**config.mk**
```make
export PLATFORM = sky130hd
export DESIGN_NAME = feedback_queue_scheduler
export DESIGN_NICKNAME = d
export VERILOG_FILES = /design/src/sv/fqs_pkg.sv /design/src/sv/feedback_queue_scheduler.sv /design/src/sv/fqs_ram.sv /design/src/sv/fqs_ctrl.sv /design/src/sv/fqs_dp.sv
export SDC_FILE = /design/constraint.sdc
export NUM_CORES = 1
export LEC_CHECK = 0
export BUFFER_PORTS_ARGS = -buffer_cell sky130_fd_sc_hd__clkbuf_2
export CAP_MARGIN = 20
export CORE_ASPECT_RATIO = 1.1
export CORE_UTILIZATION = 55
export CTS_CLUSTER_DIAMETER = 200
export DETAILED_ROUTE_END_ITERATION = 7
export MAX_ROUTING_LAYER = met4
export PLACE_DENSITY_LB_ADDON = 0.05
export SETUP_SLACK_MARGIN = 0.15
export SYNTH_ARGS = -nofsm -noshare
export SYNTH_HDL_FRONTEND = slang
export SYNTH_HIERARCHICAL = 1
export SYNTH_SLANG_ARGS = --single-unit
```
**constraint.sdc**
```tcl
create_clock -name clk -period 5.85 [get_ports clk]
set_input_delay 0.2925 -clock clk [delete_from_list [all_inputs] [get_ports clk]]
set_output_delay 0.2925 -clock clk [all_outputs]
set_load 0.01 [all_outputs]
```
**src/sv/fqs_pkg.sv**
```systemverilog
`timescale 1ns / 1ps
// Package for the feedback queue scheduler: field widths, item and status codes,
// and the command and status groups between controller and datapath. No dependencies.
package fqs_pkg;

  localparam int DEF_SLOTS     = 16;
  localparam int DEF_LEVELS    = 16;
  localparam int DEF_TIME_BITS = 16;

  localparam int SLOT_FW  = 4;
  localparam int SVC_FW   = 16;
  localparam int LEVEL_FW = 4;
  localparam int TIME_FW  = 16;

  localparam logic KIND_ARRIVAL = 1'b0;
  localparam logic KIND_TICK    = 1'b1;

  typedef enum logic [1:0] {
    ST_ACCEPT = 2'd0,
    ST_DROP   = 2'd1,
    ST_RAN    = 2'd2,
    ST_IDLE   = 2'd3
  } status_t;

  typedef struct packed {
    logic load;
    logic arrive;
    logic dem_rd;
    logic dem_wr;
    logic scan_clr;
    logic scan;
    logic run;
  } fqs_cmd_t;

  typedef struct packed {
    logic pending;
    logic scan_done;
  } fqs_stat_t;

endpackage

```
**src/sv/feedback_queue_scheduler.sv**
```systemverilog
`timescale 1ns / 1ps
// Multilevel feedback scheduler, quantum of one tick. Depends on fqs_pkg, fqs_ctrl, fqs_dp.
// Arrival: done is registered from S_ARR; the next item is accepted back in S_IDLE.
// Tick: S_DEM, then S_DEMW with a pending demotion check, then S_SCAN for the
//   one-slot-per-cycle scan of the slot table, then S_RUN, from which done is registered.
// done is a single-cycle strobe, results hold, the receiver cannot stall. Synchronous
//   reset frees all slots and clears time; the slot table needs no clearing pass.
module feedback_queue_scheduler
  import fqs_pkg::*;
#(
  parameter int SLOTS     = DEF_SLOTS,
  parameter int LEVELS    = DEF_LEVELS,
  parameter int TIME_BITS = DEF_TIME_BITS
) (
  input  logic                clk,
  input  logic                rst,
  input  logic                start,
  output logic                busy,
  input  logic                kind,
  input  logic [SLOT_FW-1:0]  slot,
  input  logic [SVC_FW-1:0]   service_time,
  output logic                done,
  output logic [1:0]          status,
  output logic [SLOT_FW-1:0]  run_slot,
  output logic [LEVEL_FW-1:0] run_level,
  output logic                finished,
  output logic [TIME_FW-1:0]  finish_time,
  output logic [TIME_FW-1:0]  turnaround
);

  fqs_cmd_t  cmd;
  fqs_stat_t st;

  fqs_ctrl u_ctrl (
    .clk   (clk),
    .rst   (rst),
    .start (start),
    .kind  (kind),
    .st    (st),
    .cmd   (cmd),
    .busy  (busy)
  );

  fqs_dp #(
    .SLOTS     (SLOTS),
    .LEVELS    (LEVELS),
    .TIME_BITS (TIME_BITS)
  ) u_dp (
    .clk          (clk),
    .rst          (rst),
    .cmd          (cmd),
    .st           (st),
    .slot         (slot),
    .service_time (service_time),
    .done         (done),
    .status       (status),
    .run_slot     (run_slot),
    .run_level    (run_level),
    .finished     (finished),
    .finish_time  (finish_time),
    .turnaround   (turnaround)
  );

endmodule

```
**src/sv/fqs_ram.sv**
```systemverilog
`timescale 1ns / 1ps
// Generic single-write, single-read RAM with registered read data.
// No dependencies.
module fqs_ram #(
  parameter int WIDTH = 8,
  parameter int DEPTH = 16
) (
  input  logic                     clk,
  input  logic                     we,
  input  logic [$clog2(DEPTH)-1:0] waddr,
  input  logic [WIDTH-1:0]         wdata,
  input  logic [$clog2(DEPTH)-1:0] raddr,
  output logic [WIDTH-1:0]         rdata
);

  logic [WIDTH-1:0] mem [DEPTH];

  always_ff @(posedge clk) begin
    if (we) begin
      mem[waddr] <= wdata;
    end
    rdata <= mem[raddr];
  end

endmodule

```
**src/sv/fqs_ctrl.sv**
```systemverilog
`timescale 1ns / 1ps
// Controller of the feedback queue scheduler: sequences arrival and tick items.
// Depends on fqs_pkg.
module fqs_ctrl
  import fqs_pkg::*;
(
  input  logic      clk,
  input  logic      rst,
  input  logic      start,
  input  logic      kind,
  input  fqs_stat_t st,
  output fqs_cmd_t  cmd,
  output logic      busy
);

  typedef enum logic [2:0] {
    S_IDLE,
    S_ARR,
    S_DEM,
    S_DEMW,
    S_SCAN,
    S_RUN
  } state_t;

  state_t state;

  always_ff @(posedge clk) begin
    if (rst) begin
      state <= S_IDLE;
      busy  <= 1'b0;
    end else begin
      case (state)
        S_IDLE: begin
          if (start) begin
            busy  <= 1'b1;
            state <= (kind == KIND_ARRIVAL) ? S_ARR : S_DEM;
          end
        end
        S_ARR: begin
          busy  <= 1'b0;
          state <= S_IDLE;
        end
        S_DEM: begin
          state <= st.pending ? S_DEMW : S_SCAN;
        end
        S_DEMW: begin
          state <= S_SCAN;
        end
        S_SCAN: begin
          if (st.scan_done) begin
            state <= S_RUN;
          end
        end
        S_RUN: begin
          busy  <= 1'b0;
          state <= S_IDLE;
        end
        default: begin
          busy  <= 1'b0;
          state <= S_IDLE;
        end
      endcase
    end
  end

  always_comb begin
    cmd          = '0;
    cmd.load     = (state == S_IDLE) && start;
    cmd.arrive   = (state == S_ARR);
    cmd.scan_clr = (state == S_DEM);
    cmd.dem_rd   = (state == S_DEM) && st.pending;
    cmd.dem_wr   = (state == S_DEMW);
    cmd.scan     = (state == S_SCAN);
    cmd.run      = (state == S_RUN);
  end

endmodule

```
**src/sv/fqs_dp.sv**
```systemverilog
`timescale 1ns / 1ps
// Datapath of the feedback queue scheduler: slot table, busy bits, time,
// minimum-level scan and result registers. Depends on fqs_pkg and fqs_ram.
module fqs_dp
  import fqs_pkg::*;
#(
  parameter int SLOTS     = DEF_SLOTS,
  parameter int LEVELS    = DEF_LEVELS,
  parameter int TIME_BITS = DEF_TIME_BITS
) (
  input  logic                clk,
  input  logic                rst,
  input  fqs_cmd_t            cmd,
  output fqs_stat_t           st,
  input  logic [SLOT_FW-1:0]  slot,
  input  logic [SVC_FW-1:0]   service_time,
  output logic                done,
  output logic [1:0]          status,
  output logic [SLOT_FW-1:0]  run_slot,
  output logic [LEVEL_FW-1:0] run_level,
  output logic                finished,
  output logic [TIME_FW-1:0]  finish_time,
  output logic [TIME_FW-1:0]  turnaround
);

  localparam int SLOT_W  = $clog2(SLOTS);
  localparam int CNT_W   = $clog2(SLOTS + 1);
  localparam int LEVEL_W = $clog2(LEVELS);
  localparam int WORD_W  = LEVEL_W + SVC_FW + TIME_BITS;

  logic [SLOT_FW-1:0]   in_slot;
  logic [SVC_FW-1:0]    in_svc;
  logic [SLOTS-1:0]     busy_bits;
  logic [TIME_BITS-1:0] now;
  logic [SLOT_W-1:0]    last_run;
  logic                 pending;
  logic [CNT_W-1:0]     cnt;
  logic                 cmp_valid;
  logic [SLOT_W-1:0]    cmp_idx;
  logic                 found;
  logic [SLOT_W-1:0]    sel;
  logic [LEVEL_W-1:0]   best_lvl;
  logic [SVC_FW-1:0]    best_rem;
  logic [TIME_BITS-1:0] best_stamp;

  logic                 we;
  logic [SLOT_W-1:0]    waddr;
  logic [WORD_W-1:0]    wdata;
  logic [SLOT_W-1:0]    raddr;
  logic [WORD_W-1:0]    rdata;

  logic [LEVEL_W-1:0]   rd_lvl;
  logic [SVC_FW-1:0]    rd_rem;
  logic [TIME_BITS-1:0] rd_stamp;
  logic [SLOT_W-1:0]    in_idx;
  logic                 drop;
  logic                 other;
  logic                 take;
  logic                 fin;
  logic [TIME_BITS-1:0] done_time;
  logic [TIME_BITS-1:0] turn_time;

  fqs_ram #(
    .WIDTH(WORD_W),
    .DEPTH(SLOTS)
  ) u_ram (
    .clk   (clk),
    .we    (we),
    .waddr (waddr),
    .wdata (wdata),
    .raddr (raddr),
    .rdata (rdata)
  );

  assign rd_lvl    = rdata[WORD_W-1 -: LEVEL_W];
  assign rd_rem    = rdata[TIME_BITS +: SVC_FW];
  assign rd_stamp  = rdata[TIME_BITS-1:0];
  assign in_idx    = SLOT_W'(in_slot);
  assign drop      = (32'(in_slot) >= SLOTS) || busy_bits[in_idx];
  assign other     = |(busy_bits & ~(SLOTS'(1) << last_run));
  assign take      = cmp_valid && busy_bits[cmp_idx] && (!found || (rd_lvl < best_lvl));
  assign fin       = best_rem <= SVC_FW'(1);
  assign done_time = now + 1'b1;
  assign turn_time = done_time - best_stamp;

  assign st.pending   = pending;
  assign st.scan_done = (cnt == CNT_W'(SLOTS)) && !cmp_valid;

  assign raddr = cmd.dem_rd ? last_run : cnt[SLOT_W-1:0];

  always_comb begin
    we    = 1'b0;
    waddr = in_idx;
    wdata = {LEVEL_W'(0), in_svc, now};
    if (cmd.arrive) begin
      we = !drop;
    end else if (cmd.dem_wr) begin
      we    = other && (rd_lvl < LEVEL_W'(LEVELS - 1));
      waddr = last_run;
      wdata = {rd_lvl + 1'b1, rd_rem, rd_stamp};
    end else if (cmd.run) begin
      we    = found && !fin;
      waddr = sel;
      wdata = {best_lvl, best_rem - 1'b1, best_stamp};
    end
  end

  always_ff @(posedge clk) begin
    if (cmd.load) begin
      in_slot <= slot;
      in_svc  <= service_time;
    end
    if (cmd.scan) begin
      cmp_idx <= cnt[SLOT_W-1:0];
    end
    if (cmd.scan && take) begin
      sel        <= cmp_idx;
      best_lvl   <= rd_lvl;
      best_rem   <= rd_rem;
      best_stamp <= rd_stamp;
    end
    if (cmd.arrive) begin
      status      <= drop ? ST_DROP : ST_ACCEPT;
      run_slot    <= '0;
      run_level   <= '0;
      finished    <= 1'b0;
      finish_time <= '0;
      turnaround  <= '0;
    end else if (cmd.run) begin
      status      <= found ? ST_RAN : ST_IDLE;
      run_slot    <= found ? SLOT_FW'(sel) : '0;
      run_level   <= found ? LEVEL_FW'(best_lvl) : '0;
      finished    <= found && fin;
      finish_time <= (found && fin) ? TIME_FW'(done_time) : '0;
      turnaround  <= (found && fin) ? TIME_FW'(turn_time) : '0;
    end
  end

  always_ff @(posedge clk) begin
    if (rst) begin
      busy_bits <= '0;
      now       <= '0;
      last_run  <= '0;
      pending   <= 1'b0;
      cnt       <= '0;
      cmp_valid <= 1'b0;
      found     <= 1'b0;
      done      <= 1'b0;
    end else begin
      done <= cmd.arrive || cmd.run;
      if (cmd.arrive && !drop) begin
        busy_bits[in_idx] <= 1'b1;
      end
      if (cmd.dem_rd) begin
        pending <= 1'b0;
      end
      if (cmd.scan_clr) begin
        cnt       <= '0;
        cmp_valid <= 1'b0;
        found     <= 1'b0;
      end else if (cmd.scan) begin
        if (cnt != CNT_W'(SLOTS)) begin
          cnt       <= cnt + 1'b1;
          cmp_valid <= 1'b1;
        end else begin
          cmp_valid <= 1'b0;
        end
        if (take) begin
          found <= 1'b1;
        end
      end
      if (cmd.run) begin
        now <= done_time;
        if (found && fin) begin
          busy_bits[sel] <= 1'b0;
        end else if (found) begin
          last_run <= sel;
          pending  <= 1'b1;
        end
      end
    end
  end

  a_arrive_marks_busy: assert property (@(posedge clk) disable iff (rst)
    cmd.arrive && !drop |=> busy_bits[$past(in_idx)])
    else $error("accepted arrival did not mark its slot busy");

  a_finish_frees_slot: assert property (@(posedge clk) disable iff (rst)
    cmd.run && found && fin |=> !busy_bits[$past(sel)])
    else $error("finished job still holds its slot");

  a_pending_after_run: assert property (@(posedge clk) disable iff (rst)
    $rose(pending) |-> $past(cmd.run) && $past(found))
    else $error("demotion armed without an unfinished run");

  a_tick_advances_time: assert property (@(posedge clk) disable iff (rst)
    cmd.run |=> now == $past(now) + 1'b1)
    else $error("tick did not advance time by one");

endmodule
```
==> impl_metrics.tcl, run 1 <==
set metrics [dict create \
    layout-drive-gt1-share_pct 22.6 \
    dieArea_sq_mm 0.0561 \
    first_pass_iters 5 \
    synth_area_leaders "edfxtp_1 (64%), mux4_2 (11%), dfxtp_1 (8.3%)" \
    die_w_um 226 \
    clock_path_buffers 3 \
    end_kind "flip-flop" \
    vias_per_cell 6.11 \
    initial_core_util_pct 56.1 \
    p_per_area_mw_per_mm2 329 \
    startpoint "u_ctrl/state[1]" \
    path_class "flip-flop to flip-flop" \
    drc_errors 0 \
    htreeDepth 3 \
    avgSynthCellArea_sq_um 17.2 \
    port_buffers 68 \
    min_from "service_time[12]" \
    gp_congestion 0.854 \
    reg2reg_slack_ps 1370 \
    ys_seq_area_share_pct 71.9 \
    row_count 89 \
    tritoncts "done" \
    holdCritPathClass "input pin to flip-flop" \
    ant_nets 0 \
    min_period_over_period_pct 76.6 \
    finClkSkew_ps 21.7 \
    antenna_cells 0 \
    wl_per_cell_um 25.7 \
    grt_setup_unrepaired "false" \
    hold_depth 2 \
    fin_ws_ps 1370 \
    grt_pass1_vias 16576 \
    maxCapViolCount 0 \
    ys_top_cells_by_count "edfxtp_1 (642), mux4_2 (152), dfxtp_1 (126)" \
    synth_top_area_cell "edfxtp_1" \
    cts.sinks 768 \
    grt_overflow 0 \
    core_area_sq_mm 0.0540 \
    post_cts_buffers 0 \
    antenna_found_initial 0 \
    worst_pin_slew_ps 1110 \
    grt_max_degree 87 \
    yosysMostFrequentCell "edfxtp_1" \
    synth.top_cell.area_share_pct 63.6 \
    drv_slew 0 \
    clkLatencyLatePin_ps 630 \
    ys_ff_latch 768 \
    num_vias 16519 \
    setup_tns_ps 0 \
    final_hold_viol_count 0 \
    worstSetupStartpointType "flip-flop" \
    nNetsFinal 1960 \
    leakagePower_nw 11.5 \
    cp.arrival_ps 4790 \
    r2r-start "u_ctrl/state[1]" \
    yosysWarnings 6 \
    routed_wl_um 69400 \
    utilization_pct 64.2 \
    pre_cts_ws_ps 1420 \
    yosys.cell_types.count 69 \
    slowest_stage "nor2_4" \
    finalSetupViolations 0 \
    netlist_instances 1765 \
    syn_area_sq_mm 0.0303 \
    path_max_fanout 19 \
    critPathTopFamily "simple AND/OR/NAND/NOR gates" \
    grt_pass1_wl_um 104000 \
    cts_buffers 77 \
    rr_worst_depth 10 \
    dieHeight_um 248 \
    min_period_ps 4480 \
    syn_nets 1814 \
    cts_root_buf "clkbuf_16" \
    status "finished clean" \
    cpPeakStageDelay_ps 730 \
    p_total_w 0.0114 \
    drt_first_iter_violations 1502 \
    cts.clk_slew.worst_paths_ps 60 \
    io_pins 69 \
    crit_path_frequent_cell "buf_4" \
    track_usage_pct 26.4 \
    required_ps 6150 \
    syn_to_final_growth_pct 14.4 \
    rr_endpoint "u_dp/u_ram/mem[1][15]" \
    crit_buf_inv 3 \
    clock.fmax_mhz 223 \
    path_cells "nor2b_2 > and2_1 > buf_4 > clkinv_1 > nand2_1 > o22ai_1 > a21oi_1 > nand2b_1 > nor2_4 > buf_4" \
    synth-edff-count 642 \
    hold_end "u_dp/in_svc[12]" \
    vdd_drop_max_mv 0.271 \
    relSlewSlack_pct 26.0 \
    async_reset_ff_share_pct 0 \
    synthFlopType "edfxtp_1" \
    dp_hpwl_um 42500 \
]
-- per-layer routing --
metal	global-route usage (%)	wire, um
met4	8.18	1400
met2	41.5	34200
met3	4.87	4690
met5	-	0
met1	35.2	29200
-- worst max-delay path by stage --
stage / to / slack (ps) / depth (start not counted)
after floorplan: u_dp/u_ram/mem[0][0] / 520 / 9
after global placement: u_dp/u_ram/mem[5][12] / 1520 / 10
after detailed placement: u_dp/u_ram/mem[5][1] / 1420 / 10
after CTS: u_dp/u_ram/mem[5][15] / 1410 / 10
after global routing: u_dp/u_ram/mem[3][15] / 1110 / 10
final: u_dp/u_ram/mem[1][15] / 1370 / 10
-- through the flow --
| stage | cell area [sq um] | std cells | hold slack [ps] |
|---|---|---|---|
| after floorplan | 30300 | 1765 | 362 |
| after global placement | 31700 | 2520 | 414 |
| after detailed placement | 31800 | 2529 | 419 |
| after CTS | 34600 | 2694 | 351 |
| after global routing | 34700 | 2703 | 375 |
| final | 34700 | 2703 | 380 |
-- where the power goes --
part	internal, W	switching, W	total [W]	leakage [nW]
Combinational	0.000154	0.000232	0.000386	3.40
Clock	0.00294	0.00205	0.00499	1.24
Sequential	0.00598	0.0000374	0.00602	6.84
Total	0.00907	0.00232	0.0114	11.5
-- registers in the layout, summed over array words and instances (netlist names), 3 cells and up --
| name | flops |
|---|---|
| u_dp/best_lvl | 4 |
| u_ctrl/state | 3 |
| u_dp/run_slot | 4 |
| u_dp/in_svc | 16 |
| u_dp/busy_bits | 16 |
| u_dp/best_rem | 16 |
| u_dp/finish_time | 16 |
| u_dp/cmp_idx | 4 |
| u_dp/turnaround | 16 |
| u_dp/u_ram/mem | 576 |
| u_dp/best_stamp | 16 |
| u_dp/run_level | 4 |
| u_dp/in_idx | 4 |
| u_dp/sel | 4 |
| u_dp/now | 16 |
| u_dp/cnt | 5 |
| u_dp/u_ram/rdata | 36 |
| u_dp/last_run | 4 |
-- cell type report --
type / count / area, sq um
flip-flops and latches: 768 / 21800
fillers: 3787 / 19300
well taps: 728 / 911
multi-input cells: 865 / 8110
clock inverters: 41 / 463
inverters: 38 / 143
repair buffers: 161 / 1150
clock buffers: 102 / 2100
-- placed cells by master, fill, tap and decap left out, types with 10 or more instances in the layout --
cell type,count
dlygate4sd3_1,22
nor3_1,15
edfxtp_1,642
xor2_1,36
clkbuf_16,79
clkbuf_1,19
mux2i_1,10
a211oi_1,13
xnor2_1,25
clkinv_2,10
nand4_1,12
nor2_1,89
o21ai_1,11
o21ai_0,19
nor2_4,15
ha_1,24
inv_1,36
dfxtp_1,126
o22ai_1,32
mux4_2,152
clkbuf_2,68
a22o_1,15
nand2b_1,16
nor2b_1,13
buf_4,67
nand2_1,89
a22oi_1,76
a21oi_1,71
nand3_1,18
clkinv_1,13
-- cells by family after synthesis --
group,after synthesis,share of synthesized area [%]
simple gates,320,5.09
buf+inv,132,1.99
mux,166,11.8
flops,768,71.9
xor+xnor,61,1.76
compound gates,293,6.42
fa+ha+maj,25,1.06
-- timing repair --
action	4_1_cts	5_1_grt
gates resized for setup	0	0
endpoints found under the setup margin	0	0
hold endpoints to repair	22	0
hold buffers	22	0
No activity file was read; power rests on OpenSTA's default activity.
==> run 2: changes to the inputs <==
==> constraint.sdc (replaced) <==
create_clock -name clk -period 4 [get_ports clk]
set_input_delay 0.2 -clock clk [delete_from_list [all_inputs] [get_ports clk]]
set_output_delay 0.2 -clock clk [all_outputs]
set_load 0.01 [all_outputs]
==> run 2 against run 1 <==
Effect of this change: clock power increased by 51%; sequential share of layout area down 0.81 points; non-clock buffer count is 24 higher; global-route usage is 0.11 points lower; power grew 48%; sequential power increased by 46%; setup slack worse by 900 ps; wire length shrank 0.94%; first-iteration DRC count shrank 1.3%; hold slack got worse by 76 ps; critical endpoint is now u_dp/u_ram/mem[3][20].
==> impl_metrics.tcl, run 2 (same netlist as run 1, synthesis figures left out) <==
set metrics [dict create \
    grt_overflow 0 \
    die_w_um 226 \
    vias_per_cell 6.07 \
    hold_ws_ps 303 \
    min_period_over_period_pct 88.3 \
    vdd_drop_max_mv 0.367 \
    grt_pass1_wl_um 104000 \
    dp.cells 2550 \
    worstSetupStartpointType "flip-flop" \
    antenna_found_initial 0 \
    ant_nets 0 \
    cp.arrival_ps 3780 \
    num_vias 16553 \
    final_cell_area_sq_mm 0.0351 \
    layout-drive-gt1-share_pct 23.5 \
    io_pins 69 \
    track_usage_pct 26.3 \
    path_max_fanout 27 \
    drv_slew 0 \
    seqCellArea_sq_mm 0.0218 \
    top_regs "u_dp/u_ram/mem (576), u_dp/u_ram/rdata (36)" \
    port_buffers 68 \
    drc_errors 0 \
    holdCritPathClass "input pin to flip-flop" \
    finalSetupViolations 0 \
    antenna_cells 0 \
    multi_input_comb_area_sq_mm 0.00812 \
    tritoncts "done" \
    nNetsFinal 1986 \
    wl_per_cell_um 25.2 \
    worst_pin_slew_ps 1010 \
    syn_to_final_growth_pct 15.9 \
    finClkSkew_ps 26.8 \
    min_period_ps 3530 \
    cts.sinks 768 \
    core_area_sq_mm 0.0540 \
    grt_max_degree 55 \
    largest_reg_flops 576 \
    final_common_cell "edfxtp_1" \
    gp_congestion 0.868 \
    path_class "flip-flop to flip-flop" \
    clkLatencyLatePin_ps 620 \
    nFillCells 3759 \
    p_per_area_mw_per_mm2 481 \
    row_count 89 \
    post_cts_buffers 0 \
    clock_path_buffers 3 \
    status "finished clean" \
    cts_buffers 79 \
    placed_cell_area_sq_mm 0.0321 \
    grt_setup_unrepaired "false" \
    leakagePower_nw 11.7 \
    clock.fmax_mhz 283 \
    regMostFlops "u_dp/u_ram/mem" \
    required_ps 4240 \
    final_cells 2727 \
    dieArea_sq_mm 0.0561 \
    cts_root_buf "clkbuf_16" \
    final_hold_viol_count 0 \
    drt_first_iter_violations 1483 \
    initial_core_util_pct 56.1 \
    end_kind "flip-flop" \
    dieHeight_um 248 \
    routed_wl_um 68800 \
    first_pass_iters 5 \
    grt_pass1_vias 16879 \
    layout_common_cells "edfxtp_1 (642), mux4_2 (152), dfxtp_1 (126)" \
    setup_tns_ps 0 \
    relSlewSlack_pct 32.5 \
    htreeDepth 3 \
    cts.clk_slew.worst_paths_ps 60 \
    maxCapViolCount 0 \
    p_total_w 0.0169 \
    dp_hpwl_um 41900 \
]
run 2: cell count changes in the layout (fill, tap and decap cells not counted), sizes merged:
cell	before	now
clkinv	25	30
bufinv	9	12
clkinvlp	6	2
clkbuf	170	166
buf	71	95
run 2: through the flow:
step                      util (%)  worst slack, ps
after floorplan                  -             -347
after global placement        59.5              501
after detailed placement      59.5              345
after CTS                     64.9              332
after global routing          65.1              161
final                         65.1              466
run 2: critical path, cell delays in order (launching register included):
cell	delay, ps
dfxtp_1	540
nor2b_2	270
and2_1	260
nand2_1	250
a311o_1	390
o311ai_1	220
or3b_2	640
nor2_4	140
buf_4	420
run 2: report_power, final:
| group | switching [W] | internal (W) |
|---|---|---|
| logic | 0.000343 | 0.000237 |
| clock network | 0.00297 | 0.00456 |
| registers | 0.0000520 | 0.00874 |
| total | 0.00337 | 0.0135 |
run 2: metal layers:
metal	GRT usage [%]	vias up	share of wire, %
li1	-	7358	-
met1	33.5	8503	41
met2	43.0	586	50
met3	4.68	106	6.3
met4	8.38	0	2.1
met5	-	-	0
run 2: worst paths after layout:
path	start	endpoint	slack, ps	cells past startpoint
setup reg to reg	u_ctrl/state[1]	u_dp/u_ram/mem[3][20]	470	8
hold reg to reg	u_dp/u_ram/rdata[24]	u_dp/best_rem[8]	440	0
hold / removal	service_time[7]	u_dp/in_svc[7]	300	2
setup / recovery	u_ctrl/state[1]	u_dp/u_ram/mem[3][20]	470	8
run 2: repair_timing:
item                                    in CTS  in global routing
hold buffers                                22                  0
endpoints found under the setup margin       0                157
resized for setup                            0                  1
hold endpoints to repair                    22                  0
run 2: area by class of cell:
cell class / instances / area share [%]
Clock buffer: 98 / 6.07
Clock inverter: 45 / 1.51
Inverter: 38 / 0.406
Multi-Input combinational cell: 865 / 23.1
Sequential cell: 768 / 62.0
Tap cell: 728 / 2.59
Timing Repair Buffer: 185 / 4.26
==> run 3: changes to the inputs <==
--- a/config.mk
+++ b/config.mk
@@ -5,6 +5,7 @@
 export SDC_FILE = /design/constraint.sdc
 export NUM_CORES = 1
 export LEC_CHECK = 0
+export ABC_AREA = 1
 export BUFFER_PORTS_ARGS = -buffer_cell sky130_fd_sc_hd__clkbuf_2
 export CAP_MARGIN = 20
 export CORE_ASPECT_RATIO = 1.1
==> run 3 against run 2 <==
Effect of this change: wire length grew 26%; synthesized cell count grew 100%; critical path depth grew 2; final cell count grew 66%; setup slack gained 260 ps; hold slack lost 130 ps; critical path type unchanged.
==> impl_metrics.tcl, run 3 <==
set metrics [dict create \
    min_period_ps 3280 \
    top_regs "u_dp/u_ram/mem (576), u_dp/u_ram/rdata (36)" \
    status "finished clean" \
    drc_errors 0 \
    routed_wl_um 86600 \
    antenna_found_initial 0 \
    antenna_cells 0 \
    cts_root_buf "clkbuf_16" \
    cts.clk_slew.worst_paths_ps 60 \
    drv_slew 0 \
    dieArea_sq_mm 0.0631 \
    met3_usage_pct 3.55 \
    cts.repair.resized 0 \
    drt_first_iter_violations 2194 \
    worst_pin_slew_ps 1110 \
    avgSynthCellArea_sq_um 9.63 \
    nNetsFinal 3703 \
    required_ps 4270 \
    vdd_drop_max_mv 0.485 \
    final_common_cell "nand2_1" \
    layout_common_cells "nand2_1 (996), edfxtp_1 (642), inv_1 (591)" \
    layout-drive-gt1-share_pct 9.71 \
    min_period_over_period_pct 81.9 \
    grt_busiest_layer "met2" \
    path_max_fanout 19 \
    core_area_sq_mm 0.0612 \
    clock_path_buffers 3 \
    first_pass_iters 6 \
    gp_congestion 0.930 \
    startpoint "u_ctrl/state[2]" \
    grt_pass1_vias 23721 \
    num_vias 24614 \
    synth.top_cell.area_share_pct 56.4 \
    die_w_um 240 \
    netlist_instances 3547 \
    relSlewSlack_pct 26.0 \
    dp_hpwl_um 54600 \
    grt_use_met2_pct 43.8 \
    regMostFlops "u_dp/u_ram/mem" \
    cts_buffers 79 \
    grt_setup_unrepaired "false" \
    path_class "flip-flop to flip-flop" \
    vias_per_cell 5.42 \
    min_from "rst" \
    track_usage_pct 28.6 \
    clkLatencyLatePin_ps 620 \
    worstSetupStartpointType "flip-flop" \
    p_total_w 0.0176 \
    grt_use_met1_pct 39.6 \
    yosys.cell_types.count 45 \
    htreeDepth 3 \
    p_per_area_mw_per_mm2 457 \
    io_pins 69 \
    ys_ff_latch 768 \
    r2r-start "u_ctrl/state[2]" \
    grt_max_degree 165 \
    syn_area_sq_mm 0.0342 \
    finClkSkew_ps 26.6 \
    maxCapViolCount 0 \
    initial_core_util_pct 55.8 \
    syn_to_final_growth_pct 12.9 \
    finalSetupViolations 0 \
    holdCritPathClass "input pin to flip-flop" \
    grt_pass1_wl_um 134000 \
    dieHeight_um 263 \
    post_cts_buffers 0 \
    cp.arrival_ps 3550 \
    wl_per_cell_um 19.1 \
    synth_top_area_cell "edfxtp_1" \
    syn_nets 3596 \
    setup_tns_ps 0 \
    synthFlopType "edfxtp_1" \
    async_reset_ff_share_pct 0 \
    leakagePower_nw 16.4 \
    ys_top_cells_by_count "nand2_1 (996), edfxtp_1 (642), inv_1 (592)" \
    grt_overflow 0 \
    final_hold_viol_count 0 \
    largest_reg_flops 576 \
    row_count 95 \
    port_buffers 68 \
    end_kind "flip-flop" \
    cts.sinks 768 \
    tritoncts "done" \
    ys_seq_area_share_pct 63.8 \
    clock.fmax_mhz 305 \
    yosysWarnings 6 \
    synth-edff-count 642 \
    ant_nets 0 \
    yosysMostFrequentCell "nand2_1" \
    synth_area_leaders "edfxtp_1 (56%), nand2_1 (11%), dfxtp_1 (7.4%)" \
]
## run 3: cell count changes after synthesis, moves of 23 or more
cell / delta
a22oi_1: -72
buf_2: +33
o211ai_1: +40
inv_1: +556
mux4_2: -152
o21ai_0: +74
nand3_1: +479
nor2_1: +36
o22ai_1: -26
buf_4: +28
xor2_1: -23
nand2_1: +907
## run 3: through the flow
| stage | utilization, % | hold slack, ps | worst slack, ps | instance area [sq um] | std cells |
|---|---|---|---|---|---|
| 3_3_place_gp | 58.5 | 378 | 878 | 35800 | 4375 |
| 6_report | 63.0 | 169 | 722 | 38600 | 4540 |
| 3_5_place_dp | 58.5 | 379 | 808 | 35800 | 4375 |
| 4_1_cts | 63.0 | 131 | 789 | 38600 | 4540 |
| 5_1_grt | 63.0 | 170 | 506 | 38600 | 4540 |
| 2_1_floorplan | - | 269 | 34.3 | 34200 | 3547 |
## run 3: cell families (layout without fill, tap and decap cells)
kind of cell	Yosys count	in the layout	synth area share (%)
adder cells (fa/ha/maj)	25	25	0.937
buffers and inverters	768	937	9.11
AO/OA/AOI/OAI	274	274	4.65
AND/OR/NAND/NOR	1694	1694	21.1
flip-flops	768	768	63.8
XOR/XNOR	18	18	0.461
## run 3: worst max-delay path: stages (launching register included)
cell and delay [ps]:
dfxtp_1 450, inv_1 170, nor3_2 270, buf_4 300, nand2_1 100, nand2_1 80
o211ai_1 80, o21ai_0 360, nand3b_1 540, nor2_4 220, buf_4 350
## run 3: routing by layer
| layer | up-vias | share of wire [%] |
|---|---|---|
| met5 | - | 0 |
| met4 | 0 | 2.7 |
| met3 | 165 | 7.2 |
| met2 | 897 | 47 |
| met1 | 11762 | 43 |
| li1 | 11790 | - |
## run 3: path summary, 6_finish.rpt
| kind | end | slack, ps | cells after the start |
|---|---|---|---|
| setup / recovery | u_dp/u_ram/mem[8][6] | 720 | 10 |
| hold / removal | u_ctrl/state[0] | 170 | 2 |
| setup reg to reg | u_dp/u_ram/mem[8][6] | 720 | 10 |
| hold reg to reg | u_dp/best_rem[5] | 430 | 0 |
## run 3: cell type report
| cell class | instances | area, sq um |
|---|---|---|
| Clock inverter | 46 | 467 |
| Timing Repair Buffer | 187 | 1410 |
| Inverter | 607 | 2290 |
| Tap cell | 824 | 1030 |
| Clock buffer | 97 | 2130 |
| Sequential cell | 768 | 21800 |
| Multi-Input combinational cell | 2011 | 9470 |
| Fill cell | 5023 | 22600 |
## run 3: report_power, final
group	internal, W	switching [W]	total [W]	leakage [nW]
sequential	0.00888	0.0000839	0.00896	7.00
clock	0.00436	0.00302	0.00739	1.28
combinational	0.000339	0.000952	0.00129	8.07
total	0.0136	0.00406	0.0176	16.4
## run 3: repair_timing
action | in CTS | in global routing
endpoints found under the hold margin | 23 | 0
hold buffers | 22 | 0
endpoints found under the setup margin | 0 | 0
